$ cat config.mk
export PLATFORM = sky130hd
export DESIGN_NAME = aliquot_sum_classifier_unit
export DESIGN_NICKNAME = d
export VERILOG_FILES = /design/src/asc_pkg.sv /design/src/asc_div.sv /design/src/asc_seq.sv /design/src/aliquot_sum_classifier_unit.sv
export VERILOG_INCLUDE_DIRS = /design/src /design/src/src
export SDC_FILE = /design/constraint.sdc
export NUM_CORES = 1
export LEC_CHECK = 0
export CAP_MARGIN = 5
export CORE_MARGIN = 5
export CORE_UTILIZATION = 55
export DETAILED_ROUTE_END_ITERATION = 10
export DONT_BUFFER_PORTS = 1
export PLACE_DENSITY = 0.8
export SYNTH_ARGS = -nofsm -noshare
export SYNTH_HDL_FRONTEND = slang
export SYNTH_SLANG_ARGS = --single-unit
export TNS_END_PERCENT = 50
$ cat constraint.sdc
create_clock -name clk -period 8.6 [get_ports clk]
set_clock_uncertainty 0.1 [all_clocks]
set_input_delay 0.86 -clock clk [delete_from_list [all_inputs] [get_ports clk]]
set_output_delay 0.86 -clock clk [all_outputs]
set_load 0.01 [all_outputs]
$ cat src/aliquot_sum_classifier_unit_defines.svh
// Assertion macros used by asc_seq.
`ifndef ALIQUOT_SUM_CLASSIFIER_UNIT_DEFINES_SVH
`define ALIQUOT_SUM_CLASSIFIER_UNIT_DEFINES_SVH

`ifndef SYNTH
`define ASC_ASSERT_IMP(lbl, ante, cons) \
    lbl: assert property (@(posedge clk) disable iff (!rst_n) (ante) |-> (cons)) \
        else $error("asc: implication check failed");
`define ASC_ASSERT_NXT(lbl, ante, cons) \
    lbl: assert property (@(posedge clk) disable iff (!rst_n) (ante) |=> (cons)) \
        else $error("asc: next-cycle check failed");
`else
`define ASC_ASSERT_IMP(lbl, ante, cons)
`define ASC_ASSERT_NXT(lbl, ante, cons)
`endif

`endif

$ cat src/asc_pkg.sv
`default_nettype none

package asc_pkg;

    localparam int NUM_WIDTH_DEF = 16;
    localparam int NUMBER_W      = 16;
    localparam int DSUM_W        = 19;
    localparam int CLASS_W       = 2;
    localparam int MASK_W        = 4;
    localparam int TDATA_OUT_W   = 40;

    localparam logic [DSUM_W-1:0] DSUM_MAX = '1;

    localparam int MASK_DEFICIENT_BIT = 0;
    localparam int MASK_PERFECT_BIT   = 1;
    localparam int MASK_ABUNDANT_BIT  = 2;
    localparam int MASK_PRIME_BIT     = 3;

    typedef enum logic [CLASS_W-1:0] {
        CLS_DEFICIENT = 2'd0,
        CLS_PERFECT   = 2'd1,
        CLS_ABUNDANT  = 2'd2,
        CLS_PRIME     = 2'd3
    } class_t;

    typedef enum logic [2:0] {
        ST_IDLE,
        ST_DIV,
        ST_WAIT,
        ST_CHECK,
        ST_CLASSIFY,
        ST_EMIT
    } seq_state_t;

endpackage

`default_nettype wire

$ cat src/asc_div.sv
`default_nettype none

module asc_div #(
    parameter int WIDTH = 16
) (
    input  wire logic             clk,
    input  wire logic             rst_n,
    input  wire logic             start,
    input  wire logic [WIDTH-1:0] dividend,
    input  wire logic [WIDTH-1:0] divisor,
    output logic      [WIDTH-1:0] quotient,
    output logic      [WIDTH-1:0] remainder,
    output logic                  done
);
    import asc_pkg::*;

    localparam int CNT_W = $clog2(WIDTH + 1);

    logic [WIDTH-1:0] rem_reg, rem_next;
    logic [WIDTH-1:0] quo_reg, quo_next;
    logic [CNT_W-1:0] cnt_reg, cnt_next;
    logic             busy_reg, busy_next;
    logic             done_reg, done_next;
    logic [WIDTH:0]   shifted;
    logic [WIDTH:0]   diff;

    assign shifted = {rem_reg, quo_reg[WIDTH-1]};
    assign diff    = shifted - {1'b0, divisor};

    always_comb
    begin
        rem_next  = rem_reg;
        quo_next  = quo_reg;
        cnt_next  = cnt_reg;
        busy_next = busy_reg;
        done_next = 1'b0;
        if (start)
        begin
            rem_next  = '0;
            quo_next  = dividend;
            cnt_next  = CNT_W'(WIDTH);
            busy_next = 1'b1;
        end
        else if (busy_reg)
        begin
            if (!diff[WIDTH])
            begin
                rem_next = diff[WIDTH-1:0];
                quo_next = {quo_reg[WIDTH-2:0], 1'b1};
            end
            else
            begin
                rem_next = shifted[WIDTH-1:0];
                quo_next = {quo_reg[WIDTH-2:0], 1'b0};
            end
            cnt_next = cnt_reg - CNT_W'(1);
            if (cnt_reg == CNT_W'(1))
            begin
                busy_next = 1'b0;
                done_next = 1'b1;
            end
        end
    end

    always_ff @(posedge clk or negedge rst_n)
    begin
        if (!rst_n)
        begin
            busy_reg <= 1'b0;
            done_reg <= 1'b0;
            cnt_reg  <= '0;
        end
        else
        begin
            busy_reg <= busy_next;
            done_reg <= done_next;
            cnt_reg  <= cnt_next;
        end
    end

    always_ff @(posedge clk)
    begin
        rem_reg <= rem_next;
        quo_reg <= quo_next;
    end

    assign quotient  = quo_reg;
    assign remainder = rem_reg;
    assign done      = done_reg;

endmodule

`default_nettype wire

$ cat src/asc_seq.sv
`default_nettype none
`include "aliquot_sum_classifier_unit_defines.svh"

module asc_seq #(
    parameter int NUM_WIDTH = asc_pkg::NUM_WIDTH_DEF
) (
    input  wire logic                         clk,
    input  wire logic                         rst_n,
    input  wire logic                         in_valid,
    output logic                              in_ready,
    input  wire logic [asc_pkg::NUMBER_W-1:0] in_number,
    input  wire logic [asc_pkg::MASK_W-1:0]   filter_mask,
    output logic                              div_start,
    output logic      [NUM_WIDTH-1:0]         div_a,
    output logic      [NUM_WIDTH-1:0]         div_b,
    input  wire logic [NUM_WIDTH-1:0]         div_q,
    input  wire logic [NUM_WIDTH-1:0]         div_r,
    input  wire logic                         div_done,
    output logic                              res_valid,
    input  wire logic                         res_ready,
    output logic      [asc_pkg::NUMBER_W-1:0] res_number,
    output logic      [asc_pkg::DSUM_W-1:0]   res_sum,
    output logic      [asc_pkg::CLASS_W-1:0]  res_class
);
    import asc_pkg::*;

    localparam int SUM_W = NUM_WIDTH + 3;
    localparam int CMP_W = (SUM_W > DSUM_W) ? SUM_W : DSUM_W;

    seq_state_t           state_reg, state_next;
    logic [NUM_WIDTH-1:0] n_reg, n_next;
    logic [NUM_WIDTH-1:0] i_reg, i_next;
    logic [SUM_W-1:0]     sum_reg, sum_next;
    class_t               cls_reg, cls_next;
    logic [NUM_WIDTH-1:0] n_in;
    logic [SUM_W-1:0]     n_ext;
    logic [NUM_WIDTH-1:0] add_i;
    logic [NUM_WIDTH-1:0] add_q;
    logic                 stop;
    logic                 match;
    logic                 accept;

    assign n_in   = NUM_WIDTH'(in_number);
    assign n_ext  = SUM_W'(n_reg);
    assign accept = in_valid && in_ready;
    assign stop   = i_reg > div_q;
    assign add_i  = (div_r == '0 && i_reg != n_reg) ? i_reg : '0;
    assign add_q  = (div_r == '0 && div_q != i_reg && div_q != n_reg) ? div_q : '0;

    always_comb
    begin
        match    = 1'b1;
        cls_next = cls_reg;
        priority if (filter_mask[MASK_DEFICIENT_BIT] && sum_reg < n_ext)
            cls_next = CLS_DEFICIENT;
        else if (filter_mask[MASK_PERFECT_BIT] && sum_reg == n_ext)
            cls_next = CLS_PERFECT;
        else if (filter_mask[MASK_ABUNDANT_BIT] && sum_reg > n_ext)
            cls_next = CLS_ABUNDANT;
        else if (filter_mask[MASK_PRIME_BIT] && sum_reg == SUM_W'(1))
            cls_next = CLS_PRIME;
        else
            match = 1'b0;
    end

    // next state
    always_comb
    begin
        state_next = state_reg;
        unique case (state_reg)
            ST_IDLE:
            begin
                if (accept)
                    state_next = (n_in == '0) ? ST_CLASSIFY : ST_DIV;
            end
            ST_DIV:
                state_next = ST_WAIT;
            ST_WAIT:
            begin
                if (div_done)
                    state_next = ST_CHECK;
            end
            ST_CHECK:
                state_next = stop ? ST_CLASSIFY : ST_DIV;
            ST_CLASSIFY:
                state_next = match ? ST_EMIT : ST_IDLE;
            ST_EMIT:
            begin
                if (res_ready)
                    state_next = ST_IDLE;
            end
            default:
                state_next = ST_IDLE;
        endcase
    end

    // outputs
    always_comb
    begin
        in_ready  = 1'b0;
        div_start = 1'b0;
        res_valid = 1'b0;
        unique case (state_reg)
            ST_IDLE:     in_ready  = 1'b1;
            ST_DIV:      div_start = 1'b1;
            ST_EMIT:     res_valid = 1'b1;
            ST_WAIT, ST_CHECK, ST_CLASSIFY: ;
            default: ;
        endcase
    end

    // datapath
    always_comb
    begin
        n_next   = n_reg;
        i_next   = i_reg;
        sum_next = sum_reg;
        if (accept)
        begin
            n_next   = n_in;
            i_next   = NUM_WIDTH'(1);
            sum_next = '0;
        end
        else if (state_reg == ST_CHECK && !stop)
        begin
            sum_next = sum_reg + SUM_W'(add_i) + SUM_W'(add_q);
            i_next   = i_reg + NUM_WIDTH'(1);
        end
    end

    always_ff @(posedge clk or negedge rst_n)
    begin
        if (!rst_n)
            state_reg <= ST_IDLE;
        else
            state_reg <= state_next;
    end

    always_ff @(posedge clk)
    begin
        n_reg   <= n_next;
        i_reg   <= i_next;
        sum_reg <= sum_next;
        if (state_reg == ST_CLASSIFY)
            cls_reg <= cls_next;
    end

    assign div_a      = n_reg;
    assign div_b      = i_reg;
    assign res_number = NUMBER_W'(n_reg);
    assign res_sum    = (CMP_W'(sum_reg) > CMP_W'(DSUM_MAX)) ? DSUM_MAX : DSUM_W'(sum_reg);
    assign res_class  = cls_reg;

    `ASC_ASSERT_IMP(a_class_enabled, res_valid, filter_mask[res_class])
    `ASC_ASSERT_IMP(a_perfect_sum, res_valid && res_class == CLS_PERFECT, sum_reg == n_ext)
    `ASC_ASSERT_NXT(a_stop_classify, state_reg == ST_CHECK && stop, state_reg == ST_CLASSIFY)
    `ASC_ASSERT_NXT(a_sum_grows, state_reg == ST_CHECK, sum_reg >= $past(sum_reg))

endmodule

`default_nettype wire

$ cat src/aliquot_sum_classifier_unit.sv
// Throughput: one number at a time; the next request is taken once the result has moved
//   into the output register, which waits while that register is still full. A zero
//   request skips the divider. The single restoring divider tests one candidate divisor
//   at a time, pairing i with n / i.
// Reset (rst_n, async, active low) clears the filter mask and all control state.
`default_nettype none

module aliquot_sum_classifier_unit #(
    parameter int NUM_WIDTH = asc_pkg::NUM_WIDTH_DEF
) (
    input  wire logic                            clk,
    input  wire logic                            rst_n,
    input  wire logic                            s_axis_tvalid,
    output logic                                 s_axis_tready,
    input  wire logic [asc_pkg::NUMBER_W-1:0]    s_axis_tdata,  // [15:0] number_in
    output logic                                 m_axis_tvalid,
    input  wire logic                            m_axis_tready,
    output logic      [asc_pkg::TDATA_OUT_W-1:0] m_axis_tdata,  // [15:0] number_out,
                                                                // [34:16] divisor_sum
    output logic      [asc_pkg::CLASS_W-1:0]     m_axis_tuser,  // [1:0] matched_class
    input  wire logic                            cfg_valid,
    output logic                                 cfg_ready,
    input  wire logic [asc_pkg::MASK_W-1:0]      cfg_data       // [3:0] filter_mask
);
    import asc_pkg::*;

    logic [MASK_W-1:0]    mask_reg;
    logic                 out_valid_reg, out_valid_next;
    logic [NUMBER_W-1:0]  out_number_reg;
    logic [DSUM_W-1:0]    out_sum_reg;
    logic [CLASS_W-1:0]   out_class_reg;

    logic                 div_start;
    logic                 div_done;
    logic [NUM_WIDTH-1:0] div_a, div_b, div_q, div_r;
    logic                 res_valid, res_ready;
    logic [NUMBER_W-1:0]  res_number;
    logic [DSUM_W-1:0]    res_sum;
    logic [CLASS_W-1:0]   res_class;

    asc_div #(
        .WIDTH (NUM_WIDTH)
    ) u_div (
        .clk       (clk),
        .rst_n     (rst_n),
        .start     (div_start),
        .dividend  (div_a),
        .divisor   (div_b),
        .quotient  (div_q),
        .remainder (div_r),
        .done      (div_done)
    );

    asc_seq #(
        .NUM_WIDTH (NUM_WIDTH)
    ) u_seq (
        .clk         (clk),
        .rst_n       (rst_n),
        .in_valid    (s_axis_tvalid),
        .in_ready    (s_axis_tready),
        .in_number   (s_axis_tdata),
        .filter_mask (mask_reg),
        .div_start   (div_start),
        .div_a       (div_a),
        .div_b       (div_b),
        .div_q       (div_q),
        .div_r       (div_r),
        .div_done    (div_done),
        .res_valid   (res_valid),
        .res_ready   (res_ready),
        .res_number  (res_number),
        .res_sum     (res_sum),
        .res_class   (res_class)
    );

    assign cfg_ready = 1'b1;
    assign res_ready = !out_valid_reg || m_axis_tready;

    always_comb
    begin
        out_valid_next = out_valid_reg;
        if (res_valid && res_ready)
            out_valid_next = 1'b1;
        else if (m_axis_tready)
            out_valid_next = 1'b0;
    end

    always_ff @(posedge clk or negedge rst_n)
    begin
        if (!rst_n)
        begin
            mask_reg      <= '0;
            out_valid_reg <= 1'b0;
        end
        else
        begin
            if (cfg_valid && cfg_ready)
                mask_reg <= cfg_data;
            out_valid_reg <= out_valid_next;
        end
    end

    always_ff @(posedge clk)
    begin
        if (res_valid && res_ready)
        begin
            out_number_reg <= res_number;
            out_sum_reg    <= res_sum;
            out_class_reg  <= res_class;
        end
    end

    assign m_axis_tvalid = out_valid_reg;
    assign m_axis_tdata  = TDATA_OUT_W'({out_sum_reg, out_number_reg});
    assign m_axis_tuser  = out_class_reg;

endmodule

`default_nettype wire

==> impl_results.md <==
* Outcome: complete, no violations
* Pwr/cell area at 346.6 nW/um^2
* Share of the synthesized area in the top cell type at 0.2517
* Max_cap viols at 0
* Top post-synthesis cells by area: edfxtp_1, dfxtp_1, ha_1
* Seq cells post-synth at 137
* Die Wd at 134.1 um
* Crit path DAT at 5390 ps
* Worst-Margin Slew at 974.3 ps
* Pint at 1.936 mW
* Clock Latency Late Sink at 430 ps
* Endpoints failing hold at 0
* Placed cell count at 1021
* TritonRoute pass-1 iters at 5
* WS Path Type: reg -> reg
* Fillers at 1209
* FF-to-FF Start: u_div.remainder[3]$_SDFFE_PP0P_
* Inserted Diodes at 0
* Clk network pwr share at 0.235
* Root Buffer: clkbuf_16
* Pins over their slew limit at 0
* Worst-path fanout max at 17
* Post-synth EDFFs at 71
* Sw Pwr at 1.244 mW
* Most common cell in the synthesized netlist: inv_1
* DRT Wirelength at 20050 um
* WP data required at 8790 ps
* P&R area growth vs syn at 8.287%
* Vias per std cell at 6.041
* Placed cell area at 8553 sq um
* Largest net degree at the start of global routing at 48
* Critical Path Sink Type: flop
* Non-filler instance count after layout at 1055
* Slew margin rel. at 0.3455
* WHS at 27.44 ps
* Highest Clock Rate at 192.4 MHz
* Pleak at 3.667 nW
* Wirelength per Cell at 19.00 um
* CTS H-tree depth at 4
* Starting Density at 0.5593
* Synth Area per Inst at 9.703 sq um
* Worst-path clk slew at 60 ps
* Vias in the first global route at 6197
* Cell taking the most area after synthesis: edfxtp_1
* Row count at 45
* Synth warn at 0
* Routed Antenna Nets at 0
* Reg2reg end: u_seq.sum_reg[18]$_SDFFE_PP0P_
* CTS tree: done
* Ports at 70
* Nets at 964
* 1st-iter DRT viols at 649
* Clock net sink count at 137
* Setup violations, final at 0
* Setup_tns at 0 ps
* Vias at 6373
* Residual DRC at 0
* Buffers on Ports at 0
* Cell count after synthesis at 873
* Core area at 15150 sq um
* First-pass GRT wire length at 32310 um
* Post-layout min period at 5198 ps
* Cts bufs inserted at 17
* Synth cell count leaders: inv_1, edfxtp_1, nor2_1, ha_1, xnor2_1
* Layout Cell Area excl Fill at 9173 sq um
* Tcrit/Tclk final at 0.6044
* CP Launch Type: flop
* R2r setup slk at 3400 ps
* Peak supply drop at 0.0002253 V
* Switching share of power at 0.3912
* Setup Buffers After CTS at 0
* Post-synth ARST share at 0.1095
* Die area at 17980 sq um
* Worst min-delay path class: in -> async
* Total global-route track usage at 0.2324
* Gate power share at 0.431
* Clock buffer depth at 2
* RePlAce Congestion at 0.9672
* Unrepaired setup endpoints after global routing: false
* Main flop type after synthesis: edfxtp_1
* Share of layout cells above drive strength 1 at 0.06805
* Distinct cell type count after synthesis at 67
* Reg2reg path depth at 15
* Synthesized cell area at 8471 sq um
* Post-synthesis sequential area ratio at 0.4165
* Register share of total power at 0.334
* Hpwl dp at 15190 um
* Chip Height at 134.1 um
* Initial antenna violation count at 0
* Gr ovfl total at 0
worst max path at each step:
stage                                           from                        endpoint  cells past startpoint
floorplan               u_seq.div_b[11]$_SDFFE_PP0P_  u_seq.sum_reg[17]$_SDFFE_PP0P_                     16
global placement     u_div.remainder[3]$_SDFFE_PP0P_  u_seq.sum_reg[18]$_SDFFE_PP0P_                     15
detailed placement          u_seq.div_a[5]$_DFFE_PP_  u_seq.sum_reg[17]$_SDFFE_PP0P_                     15
CTS                         u_seq.div_a[4]$_DFFE_PP_  u_seq.sum_reg[17]$_SDFFE_PP0P_                     15
global route        u_div.remainder[15]$_SDFFE_PP0P_  u_seq.sum_reg[17]$_SDFFE_PP0P_                     14
finish               u_div.remainder[3]$_SDFFE_PP0P_  u_seq.sum_reg[18]$_SDFFE_PP0P_                     15
layer usage:
metal  wire [um]  track usage  vias to the layer above
met1        8198       0.2892                     2992
li1            -            -                     3015
met3        1551      0.06077                       76
met4        1001       0.1256                        0
met2        9298       0.3714                      290
met5           0            0                        -
placed cells by master (no fill, tap or decap), types with 3 or more instances in the layout:
cell       netlist  layout
nand3_1         15      15
nand4_1         19      19
and3_1           3       3
inv_8            0       4
conb_1           2       6
nor2_1          71      70
fa_1            18      18
inv_6            0       4
o22ai_1          3       3
o21ai_0         41      41
xor2_1          10      10
o21ai_1          3       3
nand2b_1         5       5
or2_2            3       3
nor2b_1          9       9
buf_4            6       5
dfrtp_1         15      15
clkinv_4         0       3
clkbuf_16        0      17
dfxtp_1         51      51
o31ai_1          6       6
edfxtp_1        71      71
ha_1            67      67
nor4_1          31      31
a21o_1           8       8
mux2_2           6       6
a21oi_1         43      43
xnor2_1         63      63
o21a_1           9       9
nand2_1         61      61
inv_1           87      87
a211oi_1        17      17
nor3_1          27      26
or3_1            6       6
a21boi_0         3       3
mux2i_1         17      17
worst max-delay path, stage by stage, from the launching register on:
cell and delay (ps):
dfxtp_1 330, nor4_1 350, nand4_1 570, nor3_1 970
nand2_1 180, fa_1 530, inv_1 50, ha_1 360
nand4_1 120, a211oi_1 250, o21ai_0 130, a21boi_0 290
o21ai_0 180, a2111oi_2 420, xnor2_1 170, nor2_1 60
layout make-up:
type | instances | area [sq um] | area share
inverters | 87 | 326.6 | 0.03560
multi-input cells | 604 | 4425 | 0.4825
well taps | 188 | 235.2 | 0.02564
repair buffers | 7 | 52.55 | 0.005729
clock buffers | 17 | 425.4 | 0.04638
clock inverters | 15 | 178.9 | 0.01951
flip-flops and latches | 137 | 3528 | 0.3847
per-stage QoR:
step / setup slack [ps] / utilization / total power, mW
after floorplan: 4245 / - / 2.153
after global placement: 3581 / 0.5647 / 2.388
after detailed placement: 3469 / 0.5647 / 2.427
after CTS: 3417 / 0.6046 / 3.174
after global routing: 2922 / 0.6056 / 3.387
final: 3402 / 0.6056 / 3.180
cell families (layout without fill, tap and decap cells):
logic type | count (synthesis) | after routing | share of synthesized area
buf+inv | 136 | 126 | 0.06425
other cells | 2 | 6 | 0.0008866
compound gates | 153 | 153 | 0.1148
fa+ha+maj | 85 | 85 | 0.1415
flops | 137 | 137 | 0.4165
mux | 25 | 25 | 0.03161
simple gates | 261 | 261 | 0.1517
xor+xnor | 74 | 74 | 0.07873
power groups by stage:
stage	sequential (mW)	combinational, mW	clock (mW)
after floorplan	0.987	1.17	0
after global placement	1.06	1.33	0
after detailed placement	1.07	1.36	0
after CTS	1.06	1.37	0.752
after global routing	1.08	1.52	0.791
final	1.06	1.37	0.746
repair_timing:
item | CTS | global route
hold buffers | 0 | 1
resized for setup | 0 | 0
hold endpoints to repair | 0 | 6
Note: power is estimated with default switching activity, not from simulation.
